==> src/rtl/cfa_queue.sv <==
// ----------------------------------------------------------------------------
// cfa_queue
// Small first-in first-out queue between the front and the execution back end.
// ----------------------------------------------------------------------------
module cfa_queue #(
  parameter int WIDTH = 8,
  parameter int DEPTH = 4
) (
  input  logic             clk,
  input  logic             rst_n,
  input  logic             push,
  input  logic [WIDTH-1:0] push_data,
  output logic             full,
  input  logic             pop,
  output logic             valid,
  output logic [WIDTH-1:0] head
);
  localparam int AW = (DEPTH > 1) ? $clog2(DEPTH) : 1;

  logic [WIDTH-1:0] mem [DEPTH];
  logic [AW-1:0]    wr_ptr_r, wr_ptr_nxt;
  logic [AW-1:0]    rd_ptr_r, rd_ptr_nxt;
  logic [AW:0]      count_r, count_nxt;
  logic             do_push, do_pop;

  assign full    = (count_r == (AW+1)'(DEPTH));
  assign valid   = (count_r != '0);
  assign do_push = push && !full;
  assign do_pop  = pop && valid;
  assign head    = mem[rd_ptr_r];

  always_comb begin
    wr_ptr_nxt = wr_ptr_r;
    rd_ptr_nxt = rd_ptr_r;
    if (do_push) begin
      wr_ptr_nxt = (wr_ptr_r == AW'(DEPTH - 1)) ? '0 : wr_ptr_r + 1'b1;
    end
    if (do_pop) begin
      rd_ptr_nxt = (rd_ptr_r == AW'(DEPTH - 1)) ? '0 : rd_ptr_r + 1'b1;
    end
    count_nxt = count_r + (AW+1)'(do_push) - (AW+1)'(do_pop);
  end

  always_ff @(posedge clk) begin
    if (!rst_n) begin
      wr_ptr_r <= '0;
      rd_ptr_r <= '0;
      count_r  <= '0;
    end else begin
      wr_ptr_r <= wr_ptr_nxt;
      rd_ptr_r <= rd_ptr_nxt;
      count_r  <= count_nxt;
    end
  end

  always_ff @(posedge clk) begin
    if (do_push) begin
      mem[wr_ptr_r] <= push_data;
    end
  end

endmodule

==> config.mk <==
export PLATFORM = sky130hd
export DESIGN_NAME = cfa_queue
export DESIGN_NICKNAME = d
export VERILOG_FILES = /design/src/rtl/cfa_queue.sv
export SDC_FILE = /design/constraint.sdc
export NUM_CORES = 1
export LEC_CHECK = 0
export BUFFER_PORTS_ARGS = -buffer_cell sky130_fd_sc_hd__buf_2
export CAP_MARGIN = 20
export CORE_MARGIN = 2
export CORE_UTILIZATION = 55
export DETAILED_ROUTE_END_ITERATION = 8
export GPL_TIMING_DRIVEN = 0
export PLACE_DENSITY = 0.77
export SYNTH_ARGS = -nofsm -noshare
export SYNTH_HDL_FRONTEND = slang
export SYNTH_SLANG_ARGS = --single-unit
==> constraint.sdc <==
create_clock -name clk -period 2.98 [get_ports clk]
set_clock_uncertainty 0.2 [all_clocks]
set_input_delay 0.596 -clock clk [delete_from_list [all_inputs] [get_ports clk]]
set_output_delay 0.596 -clock clk [all_outputs]
set_load 0.1 [all_outputs]
==> flow_summary_export.csv <==
group,metric,value,unit
outcome,status,"finished, violations left",
outcome,violations,"design-rule violations",
critical_path,path_class,"reg -> out",
cts,cts.sinks,41,
cells_and_area,num_antenna_cells,0,
sta,clock.fmax,0.382,GHz
floorplan,die_width,58.6,um
detailed_routing,dr_wl_met3,115,um
cts,postCtsSetupBuffers,0,
detailed_routing,drc,3,
min_path,hp-class,"in -> reg",
detailed_routing,ant_nets,0,
power_and_ir_drop,vdd_drop_max,0.000854,V
critical_path,critPathMaxFanout,8,
floorplan,pin_count,22,
floorplan,start_util,58.5,%
floorplan,chipHeight,58.6,um
detailed_routing,wl,2390,um
yosys,synth.distinct_cells,20,
yosys,ys_seq_elements,41,
grt,antenna_found_initial,0,
yosys,syn_nets,114,
cells_and_area,final_cell_mix,"32 x edfxtp_1, 22 x buf_2, 8 x mux4_2",
power_and_ir_drop,cellPowerDensity,995,mW/mm^2
detailed_routing,routed_via_density,5.42,
critical_path,crit_top_cell,"buf_2",
floorplan,dieArea,0.00344,mm^2
sta,min_period_over_period,87.8,%
cts,tritoncts,"done",
sta,period_minus_slack,2.62,ns
yosys,syn_inst,94,
cells_and_area,finish.utilization,65.9,%
yosys,synth_area_per_cell,17.5,um^2
cells_and_area,syn_to_final_growth,12.7,%
critical_path,end_kind,"primary output",
critical_path,worstSetupStartpointType,"flip-flop",
critical_path,slowest_stage,"mux4_2",
placement,place_congestion,0.644,
detailed_routing,via_count,834,
cts,numCtsBuffers,5,
grt,grt_max_degree,13,
critical_path,crit_chain,"buf_2 -> mux4_2 -> buf_2",
cells_and_area,mostFrequentLayoutCell,"edfxtp_1",
detailed_routing,first_iter_violations,18,
cts,ctsResizeCount,0,
cts,clk_pin_slew,0.12,ns
yosys,seq_area_frac_synth,69.6,%
cts,postCtsHoldBufs,0,
cells_and_area,nNetsFinal,142,
detailed_routing,first_pass_iters,8,
sta,final_hold_viol_count,0,
placement,io_buffers,21,
critical_path,critPathArrivalTime,1.82,ns
grt,grt_pass1_wl,3890,um
min_path,hold_depth,1,
critical_path,worst_ep_required_time,2.18,ns
flow_run,cap_viol_max_count,0,
yosys,ys_warn_count,0,
sta,timing.hold.ws,0.262,ns
detailed_routing,wire_per_inst,15.5,um
floorplan,core,0.00281,mm^2
placement,dp_hpwl,1740,um
grt,grt_pass1_vias,866,
cts,clockBufferDepth,2,
cts,h-tree-depth,2,
critical_path,slowest_delay,0.57,ns
grt,overflow,0,
detailed_routing,wl_met1,953,um
grt,track_usage,16.2,%
floorplan,num_rows,19,
yosys,synth_area,0.00164,mm^2
sta,rsz0062_at_grt,"false",
power_and_ir_drop,leakagePower,0.000692,uW
sta,setup_viol,0,
cts,clk_root_buffer_cell,"clkbuf_4",
detailed_routing,wl_met2,1250,um
cts,clock_latency,0.34,ns
critical_path,ff2ff_path_depth,10,
cells_and_area,drive_gt1_share,35.8,%
detailed_routing,routed.top_layer,"met4",
sta,drv_slew,0,
power_and_ir_drop,finalPower,1840,uW
sta,max_slew_margin,66.8,%
sta,tightest_slew,0.495,ns
## flip-flops by register name, indices dropped and copies added (netlist names), named ones only
signal	cells
wr_ptr_r	2
mem	32
count_r	3
rd_ptr_r	2
## per-stage QoR
step	TNS (ns)	setup slack, ns	cells	area, um^2
final	0	0.363	154	1850
after floorplan	-0.0244	-0.0244	94	1650
after detailed placement	0	0.394	146	1800
after CTS	0	0.336	154	1850
after global routing	0	0.257	154	1850
after global placement	0	0.444	146	1800
## worst max-delay path, delay by kind of cell (launching register included)
kind | cells | cell delay (ns)
mux | 1 | 0.57
flops | 1 | 0.32
buf+inv | 2 | 0.59
## area by class of cell
type | count | area, um^2
plain buffers | 4 | 23.8
clock buffers | 6 | 41.3
clock inverters | 2 | 10.0
fillers | 220 | 957
inverters | 6 | 22.5
multi-input cells | 43 | 462
flip-flops and latches | 41 | 1140
well taps | 31 | 38.8
repair buffers | 21 | 105
## synth_stat cells
| cell type | count | area (um^2) |
|---|---|---|
| edfxtp_1 | 32 | 961 |
| and2_1 | 6 | 37.5 |
| fa_1 | 1 | 20.0 |
| or3_2 | 1 | 7.51 |
| dfxtp_1 | 9 | 180 |
| nand3_1 | 2 | 10.0 |
| nor3b_2 | 1 | 12.5 |
| ha_1 | 7 | 87.6 |
| buf_2 | 1 | 5.00 |
| mux2i_1 | 2 | 20.0 |
| nor2b_1 | 2 | 12.5 |
| inv_1 | 6 | 22.5 |
| buf_6 | 1 | 11.3 |
| nand2_1 | 6 | 22.5 |
| clkbuf_1 | 2 | 7.51 |
| mux4_2 | 8 | 180 |
| xnor2_1 | 2 | 17.5 |
| nor2_1 | 2 | 7.51 |
| o31ai_1 | 1 | 7.51 |
| o21ai_0 | 2 | 10.0 |
## per-layer routing
layer,vias up,global-route usage (%)
met3,7,4.62
met2,21,27.9
met5,-,0
li1,401,-
met4,0,9.09
met1,405,18.1
## cells by family after synthesis
kind of cell	count (synthesis)	share of synthesized area (%)
flip-flops	41	69.6
AND/OR/NAND/NOR	20	6.71
buffers and inverters	10	2.82
multiplexers	10	12.2
adder cells (fa/ha/maj)	8	6.56
AO/OA/AOI/OAI	3	1.07
XOR/XNOR	2	1.07
## final timing paths
path / startpoint / end / slack (ns)
worst min-delay path: push_data[7] / mem[2][7] / 0.26
worst min register to register: wr_ptr_r[1] / wr_ptr_r[1] / 0.32
worst max register to register: count_r[1] / count_r[2] / 0.47
worst max-delay path: flip-flop / head[7] / 0.36
## report_power, final
| part | switching [uW] | internal [uW] |
|---|---|---|
| logic | 617 | 212 |
| clock network | 161 | 90.0 |
| registers | 50.9 | 708 |
| total | 829 | 1010 |
Note: power is estimated with default switching activity, not from simulation.
