## src/rtl/cfa_pkg.sv

```systemverilog
// ----------------------------------------------------------------------------
// cfa_pkg
// Shared opcodes, status codes and classification types for the complex
// fixed-point arithmetic unit.
// ----------------------------------------------------------------------------
package cfa_pkg;

  localparam int DATA_WIDTH_DEF = 16;
  localparam int FRAC_BITS_DEF  = 12;
  localparam int QUEUE_DEPTH    = 4;

  localparam logic [3:0] OP_ADD  = 4'd0;
  localparam logic [3:0] OP_SUB  = 4'd1;
  localparam logic [3:0] OP_MUL  = 4'd2;
  localparam logic [3:0] OP_DIV  = 4'd3;
  localparam logic [3:0] OP_ADDK = 4'd4;
  localparam logic [3:0] OP_SUBK = 4'd5;
  localparam logic [3:0] OP_MULK = 4'd6;
  localparam logic [3:0] OP_DIVK = 4'd7;
  localparam logic [3:0] OP_CONJ = 4'd8;

  localparam logic [1:0] ST_OK   = 2'd0;
  localparam logic [1:0] ST_SAT  = 2'd1;
  localparam logic [1:0] ST_DIV0 = 2'd2;

  typedef enum logic [2:0] {
    K_LIN,
    K_MUL,
    K_MULK,
    K_DIV,
    K_ZDIV,
    K_NOP
  } kind_t;

  typedef struct packed {
    kind_t kind;
    logic  div_k;
  } class_t;

  localparam int CLASS_W = $bits(class_t);

endpackage

```

## src/rtl/cfa_front.sv

```systemverilog
// ----------------------------------------------------------------------------
// cfa_front
// Accepts commands, classifies the opcode and packs the transaction for the
// queue.
// ----------------------------------------------------------------------------
module cfa_front #(
  parameter int DATA_WIDTH = 16,
  parameter int ITEM_W     = cfa_pkg::CLASS_W + 4 + 5 * 16
) (
  input  logic                         start,
  output logic                         busy,
  input  logic [3:0]                   in_opcode,
  input  logic signed [DATA_WIDTH-1:0] in_a_re,
  input  logic signed [DATA_WIDTH-1:0] in_a_im,
  input  logic signed [DATA_WIDTH-1:0] in_b_re,
  input  logic signed [DATA_WIDTH-1:0] in_b_im,
  input  logic signed [DATA_WIDTH-1:0] in_scalar_k,
  input  logic                         q_full,
  output logic                         q_push,
  output logic [ITEM_W-1:0]            q_item
);
  import cfa_pkg::*;

  class_t cls;

  always_comb begin
    cls.kind  = K_NOP;
    cls.div_k = 1'b0;
    case (in_opcode)
      OP_ADD, OP_SUB, OP_ADDK, OP_SUBK, OP_CONJ: cls.kind = K_LIN;
      OP_MUL:  cls.kind = K_MUL;
      OP_MULK: cls.kind = K_MULK;
      OP_DIV: begin
        cls.kind = (in_b_re == '0 && in_b_im == '0) ? K_ZDIV : K_DIV;
      end
      OP_DIVK: begin
        cls.div_k = 1'b1;
        cls.kind  = (in_scalar_k == '0) ? K_ZDIV : K_DIV;
      end
      default: cls.kind = K_NOP;
    endcase
  end

  assign busy   = q_full;
  assign q_push = start && !q_full;
  assign q_item = {cls, in_opcode, in_a_re, in_a_im, in_b_re, in_b_im, in_scalar_k};

endmodule

```

## config.mk

```make
export PLATFORM = sky130hd
export DESIGN_NAME = cfa_front
export DESIGN_NICKNAME = d
export VERILOG_FILES = /design/src/rtl/cfa_pkg.sv /design/src/rtl/cfa_front.sv
export SDC_FILE = /design/constraint.sdc
export NUM_CORES = 1
export LEC_CHECK = 0
export ABC_AREA = 1
export BUFFER_PORTS_ARGS = -buffer_cell sky130_fd_sc_hd__buf_2
export CORE_AREA = 3 3 67 69
export DETAILED_ROUTE_END_ITERATION = 6
export DIE_AREA = 0 0 70 72
export PLACE_DENSITY_LB_ADDON = 0.08
export RECOVER_POWER = 100
export SYNTH_ARGS = -nofsm -noshare
export SYNTH_HDL_FRONTEND = slang
export SYNTH_SLANG_ARGS = --single-unit
```

## constraint.sdc

```tcl
create_clock -name vclk -period 0.8
set_input_delay 0.04 -clock vclk [all_inputs]
set_output_delay 0.04 -clock vclk [all_outputs]
set_load 0.01 [all_outputs]
```

==> results of run 1 <==
==> cells in the mapped netlist, drive strengths merged <==
cell type / number / area share, %
nand3: 5 / 2.7
nor2: 34 / 14
nand2: 17 / 6.8
nor4: 1 / 2.3
a21oi: 2 / 1.1
inv: 4 / 1.6
nand4: 1 / 0.67
bufinv: 1 / 1.9
o21ai: 1 / 0.93
buf: 85 / 68
==> through the flow <==
| step | cell area (µm²) | setup slack (ns) |
|---|---|---|
| after detailed placement | 956 | -0.180 |
| after floorplan | 941 | 0.162 |
| final | 1050 | -0.106 |
| after CTS | 1010 | -0.147 |
| after global placement | 956 | -0.152 |
| after global routing | 1050 | -0.229 |
==> critical path: cells and delay by family <==
| kind | cells | cell delay [ns] |
|---|---|---|
| buffers and inverters | 2 | 0.24 |
| AOI/OAI and AO/OA | 1 | 0.16 |
| and+or+nand+nor | 5 | 0.42 |
==> layer usage <==
layer  global-route usage, %  part of all wire (%)
met5                       0                     0
met4                    2.13                   1.6
met3                    1.80                    14
met2                    16.9                    59
met1                    7.05                    26
==> how the worst max path moves through the flow <==
| stage | end | slack [ns] | cells past startpoint |
|---|---|---|---|
| after global placement | q_item[85] | -0.15 | 8 |
| after floorplan | q_item[85] | 0.16 | 6 |
| after detailed placement | q_item[85] | -0.18 | 8 |
| after CTS | q_item[85] | -0.15 | 8 |
| final | q_item[85] | -0.11 | 8 |
| after global routing | q_item[85] | -0.23 | 8 |
==> cell families (layout without fill, tap and decap cells) <==
| logic type | count (synthesis) | in the layout |
|---|---|---|
| AND/OR/NAND/NOR | 58 | 58 |
| buffers and inverters | 90 | 121 |
| AO/OA/AOI/OAI | 3 | 3 |
==> repair_timing <==
| item | in CTS | in global routing |
|---|---|---|
| gates resized for setup | 10 | 15 |
| pin swaps | 19 | 7 |
| hold buffers | 0 | 0 |
| endpoints found under the setup margin | 3 | 3 |
==> final cells by class <==
| cell class | count | share of cell area (%) |
|---|---|---|
| repair buffers | 116 | 62.7 |
| inverters | 5 | 3.09 |
| well taps | 50 | 5.95 |
| multi-input cells | 61 | 28.3 |
==> report_power, final <==
part           switching, mW  internal [mW]  total (mW)
Clock                      0              0           0
Combinational          0.261          0.282       0.543
Sequential                 0              0           0
Total                  0.261          0.282       0.543
==> key figures, run 1 <==
Die
  • Die area: 5040 µm²
  • Chip Width: 70 µm
  • Top Ports: roughly 180
  • Core area: 3970 µm²
  • Starting density of the core: 23.7%
  • # rows: 23
  • Die Y: 72 µm

Synthesis
  • Compound-cell area share of the yosys netlist: about 2%
  • Mapped Cells: 151
  • Seq/Total Area, Yosys: 0%
  • Netlist cell types: 12
  • Synth warn: 0
  • Post-synthesis mux area share: 0%
  • Synth Area in Simple Gates: 26.7%
  • Mean Syn Cell Area: a little over 6 µm²
  • Syn_nets: 237
  • Mapped Area: 941 µm²
  • Post-synthesis xor/xnor area fraction: 0%
  • Main combinational cell family by area after synthesis: buffers and inverters
  • Synth Area in Adders: 0%

Placement
  • RePlAce Congestion: 0.792
  • I/O Buffers: 112
  • Hpwl dp: around 2200 µm
  • Placed Cells incl. Taps: 232

Status
  • Violated checks: setup timing
  • Status: finished, violations left

Critical path
  • Most common cell on crit path: nand2_1
  • Worst Setup SP: in_b_re[7]
  • Critical path class: in -> out
  • Worst EP arrival: slightly below 0.9 ns
  • Slowest cell on crit path: o21ai_2
  • WP data required: 0.76 ns
  • CP startpoint kind: input port
  • Max stage delay on crit path: 0.16 ns
  • CP max FO: 2
  • CP Capture Type: primary output
  • Cells along the critical path: buf_6 > nor2_4 > nand2_1 > nor2_1 > nand2_1 > o21ai_2 > nand3_1 > buf_2

Layout
  • Num sequential: 0
  • Area of the multi-input gates: 298 µm²
  • Most common cell after layout, fill and taps aside: buf_2
  • Layout Nets: 270
  • Area Overhead vs Synth: 11.8%
  • Leading cell types in the layout, fill and taps excluded: 80 x buf_2, 24 x nor2_1, 18 x clkbuf_1
  • FF/Latch Area: 0 µm²
  • Final core occ: 26.5%
  • Fraction of layout cells with a size suffix above 1: 61.5%
  • Number of diodes: 0
  • # clk buffers: 0
  • FILL cells: 478
  • Fin cells: approximately 230

STA
  • Max-slew violations: 0
  • Worst hold margin: 0.0800 ns
  • Peak Freq: 1100 MHz
  • Setup TNS: -0.274 ns
  • Slew HR: between 80% and 90%
  • RSZ-0062 raised after global routing: true
  • Worst-margin pin slew: 0.250 ns
  • Final worst-path setup slack: -0.106 ns
  • Final period util: 113%
  • Period minus WS final: 0.906 ns
  • Final Hold Viols: 0
  • Final setup fails: 3

Pwr
  • Total chip power: 0.543 mW
  • Leak pwr: about 0.57 nW
  • Pwr/cell area: around 520 nW/µm²
  • VDD IR max: 0.128 mV

Run
  • Max Cap Violations: 0

Min path
  • Hold wc startpoint: in_a_im[1]
  • Hold depth: 0
  • Worst Hold Class: in -> out
  • Worst Hold Endpoint: q_item[49]

CTS
  • Post-CTS Setup Bufs: 0

Global routing
  • Largest net degree at the start of global routing: 6
  • Gr usage total: slightly below 8%
  • First-pass GRT wire length: 3500 µm
  • Vias in the first global route: just over 800
  • Grt total ovfl: 0
  • Initial antenna violation count: 0

Routing
  • DR DRC count: 0
  • Routed vias: 880
  • Final wirelength: 2380 µm
  • Vias/cell: 3.79
  • Avg WL per Cell: a little over 10 µm
  • Final ANT Viol Nets: 0
  • 1st-iter DRT viols: 17
  • Pre-Repair DR Iteration Count: 3
(Power assumes the default switching activity.)
==> inputs of run 2 (changes only) <==
- BUFFER_PORTS_ARGS: -buffer_cell sky130_fd_sc_hd__buf_2 -> -buffer_cell sky130_fd_sc_hd__buf_4
- GPL_TIMING_DRIVEN: default -> 0
==> run 2 against run 1 <==
The flow still finishes with violations (setup timing). First-iteration DRC count fell by 41%. Critical path depth did not move. Worst setup slack got worse by 0.018 ns. Core utilization rose by 22 points. Die area did not move. Total power rose by 90%. Combinational power rose by 90%. Wire length rose by 49%. Maximum frequency fell by 2.0%. Count of clock-buffer cells in the layout did not move. Critical endpoint is now q_item[86].
==> key figures, run 2 (synthesized netlist as in run 1, its figures left out) <==
Placement
  • Placed Area: 2080 µm²
  • RePlAce Congestion: approximately 0.77
  • Hpwl dp: 3250 µm
  • I/O Buffers: 144

Critical path
  • CP startpoint kind: input port
  • WP data required: 0.76 ns
  • CP Capture Type: primary output
  • Critical path class: in -> out
  • Worst EP arrival: about 0.88 ns
  • CP top delay family: simple AND/OR/NAND/NOR gates
  • Most common cell on crit path: nor2_2
  • CP Buf/Inv Count: 2
  • Cells along the critical path: buf_4 > nor2_2 > nand2_1 > nor2_2 > nand2_2 > o21ai_2 > nand3_1 > buf_6
  • Slowest cell on crit path: o21ai_2
  • Worst Setup SP: in_b_im[12]
  • Max stage delay on crit path: 0.17 ns
  • CP max FO: 2

Routing
  • Final wirelength: between 3000 and 4000 µm
  • 1st-iter DRT viols: 10
  • Pre-Repair DR Iteration Count: 4
  • Vias/cell: ~3.7
  • Routed vias: 1292
  • Final ANT Viol Nets: 0
  • DR DRC count: 0
  • Avg WL per Cell: between 10 and 15 µm

Pwr
  • Net Sw Power: between 0.4 and 0.5 mW
  • VDD IR max: 0.206 mV
  • Leak pwr: between 0.9 and 1 nW
  • Pint: 0.620 mW
  • Total chip power: 1.03 mW
  • Clk network pwr share: 0%
  • Pwr/cell area: 535 nW/µm²
  • Flop pwr share: 0%
  • Comb power frac: 100.0%
  • Net Sw Frac: 39.8%

Min path
  • Worst Hold Class: in -> out
  • Hold wc startpoint: in_a_im[8]
  • Hold depth: 2
  • Worst Hold Endpoint: q_item[56]

Layout
  • Layout Nets: 384
  • FILL cells: 475
  • FF/Latch Area: 0 µm²
  • Area Overhead vs Synth: 104%
  • Final core occ: about half
  • # clk buffers: 0
  • Num sequential: 0
  • Leading cell types in the layout, fill and taps excluded: 125 x buf_4, 85 x clkbuf_1, 18 x nor2_1, 18 x buf_6, 15 x nand2_1
  • Number of diodes: 0
  • Area of the multi-input gates: 338 µm²
  • Design area: between 1500 and 2000 µm²
  • Fraction of layout cells with a size suffix above 1: 57.1%
  • Most common cell after layout, fill and taps aside: buf_4

STA
  • Setup TNS: -0.318 ns
  • RSZ-0062 raised after global routing: true
  • Final period util: 116%
  • Max-slew violations: 0
  • Peak Freq: 1080 MHz
  • Worst-margin pin slew: around 0.23 ns
  • Slew HR: 84.6%
  • Worst hold margin: 0.289 ns
  • Final Hold Viols: 0
  • Final setup fails: 3
  • Period minus WS final: 0.924 ns
  • Final worst-path setup slack: -0.124 ns

Status
  • Violated checks: setup timing
  • Status: finished, violations left

Run
  • Max Cap Violations: 0

Die
  • Die Y: slightly above 70 µm
  • # rows: 23
  • Die area: 5040 µm²
  • Starting density of the core: 23.7%
  • Core area: 3970 µm²
  • Chip Width: 70 µm
  • Top Ports: 176

Global routing
  • Vias in the first global route: 1219
  • Initial antenna violation count: 0
  • Gr usage total: between 10 and 15%
  • Grt total ovfl: 0
  • First-pass GRT wire length: 4910 µm
  • Largest net degree at the start of global routing: 6

CTS
  • # hold bufs at CTS: 0
[run 2: cell types whose count changed in the layout (fill, tap and decap cells not counted)]
cell,change
buf_4,+121
buf_2,-80
clkbuf_1,+67
nor2_1,-6
buf_6,+5
nor2_2,+4
nand2_1,-2
nand2_2,+2
nand3_1,-2
nand3_2,+2
nor2_4,+2
buf_8,+1
[run 2: through the flow]
step	std cells	setup slack (ns)
after floorplan	151	0.162
after global placement	345	-0.146
after detailed placement	345	-0.168
after CTS	346	-0.130
after global routing	346	-0.219
final	346	-0.124
[run 2: final cells by class]
class                           instances  share of cell area (%)
Timing Repair Buffer                  145                    44.3
Buffer                                 85                    33.2
Multi-Input combinational cell         61                    17.6
Tap cell                               50                    3.25
Inverter                                5                    1.69
[run 2: worst max-delay path by stage]
stage	to	cells past startpoint	slack (ns)
finish	q_item[86]	8	-0.12
global route	q_item[86]	8	-0.22
CTS	q_item[85]	8	-0.13
detailed placement	q_item[85]	8	-0.17
global placement	q_item[85]	8	-0.15
floorplan	q_item[85]	6	0.16
[run 2: timing repair]
item                                    in CTS  in global routing
setup buffers                                1                  0
pin swaps                                   16                 20
endpoints found under the setup margin       3                  3
endpoints found under the hold margin        0                  0
resized for setup                           20                 24
[run 2: metal layers]
layer / share of wire (%) / routed length [µm] / GRT usage [%] / up-vias
met2: 55 / 1970 / 24.8 / 97
met4: 1.1 / 39 / 1.28 / 0
met3: 12 / 431 / 2.49 / 4
met5: 0 / 0 / 0 / -
met1: 32 / 1120 / 10.6 / 523
li1: - / - / - / 668
[run 2: power groups by stage]
| stage | Combinational [mW] | Clock, mW | Sequential, mW |
|---|---|---|---|
| final | 1.03 | 0 | 0 |
| after global routing | 1.12 | 0 | 0 |
| after CTS | 1.18 | 0 | 0 |
| after detailed placement | 1.14 | 0 | 0 |
| after global placement | 1.13 | 0 | 0 |
| after floorplan | 0.522 | 0 | 0 |
==> inputs of run 3 (changes only) <==
- BUFFER_PORTS_ARGS: -buffer_cell sky130_fd_sc_hd__buf_4 -> default
- CORE_AREA: 3 3 67 69 -> 2 2 68 70
- DONT_BUFFER_PORTS: default -> 1
==> run 3 against run 2 <==
The flow now finishes without violations. Worst hold slack worse by 0.16 ns. Highest routed layer is now met3. Critical endpoint unchanged. Combinational power down 62%. Non-clock buffer count down 145. Worst setup slack better by 0.19 ns. Total power down 62%. Largest cell class is now multi-input combinational cells. First-iteration DRC count down 20%. Via count down 36%. Largest power group unchanged. Critical path type unchanged. Sequential cell count unchanged.
==> key figures, run 3 (synthesized netlist as in run 1, its figures left out) <==
STA
  • Final worst-path setup slack: 0.0653 ns
  • Slew HR: 84.2%
  • Setup TNS: 0 ns
  • Worst hold margin: 0.131 ns
  • Final period util: 91.8%
  • RSZ-0062 raised after global routing: true
  • Final setup fails: 0
  • Worst-margin pin slew: approximately 0.23 ns
  • Period minus WS final: 0.735 ns
  • Peak Freq: 1360 MHz
  • Final Hold Viols: 0
  • Max-slew violations: 0

Critical path
  • CP startpoint kind: input port
  • Most common cell on crit path: nor2_1
  • Critical path class: in -> out
  • Worst EP arrival: 0.69 ns
  • Slowest cell on crit path: o21ai_2
  • WP data required: 0.76 ns
  • CP Capture Type: primary output
  • Cells along the critical path: nor2_1 > nand2_1 > nor2_1 > nand2_2 > o21ai_2 > nand3_2
  • CP max FO: 2
  • Max stage delay on crit path: 0.18 ns

Die
  • Chip Width: 70 µm
  • Starting density of the core: around 22%
  • Die area: between 5000 and 6000 µm²
  • Core area: 4260 µm²
  • # rows: 24
  • Die Y: 72 µm
  • Top Ports: 176

Layout
  • Area Overhead vs Synth: -20.5%
  • Layout Nets: 239
  • Fin cells: 203
  • Fraction of layout cells with a size suffix above 1: 15.2%
  • Design area: 748 µm²
  • # clk buffers: 0
  • Leading cell types in the layout, fill and taps excluded: 84 x clkbuf_1, 20 x nor2_1, 15 x nand2_1
  • Final core occ: 17.5%
  • FF/Latch Area: 0 µm²
  • Num sequential: 0
  • Most common cell after layout, fill and taps aside: clkbuf_1
  • Number of diodes: 0

Routing
  • Pre-Repair DR Iteration Count: 2
  • DR DRC count: 0
  • Final wirelength: 2380 µm
  • Vias/cell: 4.06
  • Final ANT Viol Nets: 0
  • Routed vias: 824
  • 1st-iter DRT viols: 8
  • Avg WL per Cell: 11.7 µm

Min path
  • Worst Hold Class: in -> out

Global routing
  • Initial antenna violation count: 0
  • Gr usage total: 6.77%
  • Largest net degree at the start of global routing: 6
  • Vias in the first global route: 745
  • First-pass GRT wire length: ~2900 µm
  • Grt total ovfl: 0

Pwr
  • Pwr/cell area: around 530 nW/µm²
  • Leak pwr: approximately 0.24 nW
  • VDD IR max: 0.140 mV
  • Total chip power: slightly below 0.4 mW

Placement
  • Setup WS pre-CTS: 0.0405 ns
  • RePlAce Congestion: 0.650
  • Placed Area: 1010 µm²
  • I/O Buffers: 0
  • Placed Cells incl. Taps: 203

CTS
  • Post-CTS Setup Bufs: 0

Status
  • Status: finished, final reports clean

Run
  • Max Cap Violations: 0
## run 3: cell type report
class | instances | area, µm²
plain buffers | 85 | 323
fillers | 573 | 3520
inverters | 5 | 32.5
multi-input cells | 61 | 328
well taps | 52 | 65.1
## run 3: final timing paths
kind / start / end / slack (ns) / cells after the start
setup / recovery: in_b_im[1] / q_item[86] / 0.07 / 6
hold / removal: q_full / q_push / 0.13 / 1
## run 3: metal layers
layer	up-vias	share of wire, %	GRT usage, %
li1	375	-	-
met1	358	24	5.35
met2	91	59	16.6
met3	0	17	1.53
met4	0	0	0
met5	-	0	0
## run 3: worst max-delay path: cells and delay by family
family / cells / cell delay, ns
simple gates: 5 / 0.47
compound gates: 1 / 0.18
## run 3: power breakdown
part	leakage [nW]	internal [mW]	switching (mW)
Sequential	0	0	0
Clock	0	0	0
Combinational	0.236	0.147	0.249
Total	0.236	0.147	0.249
## run 3: timing repair
action	4_1_cts	5_1_grt
hold buffers	0	0
setup endpoints to repair	0	3
resized for setup	0	18
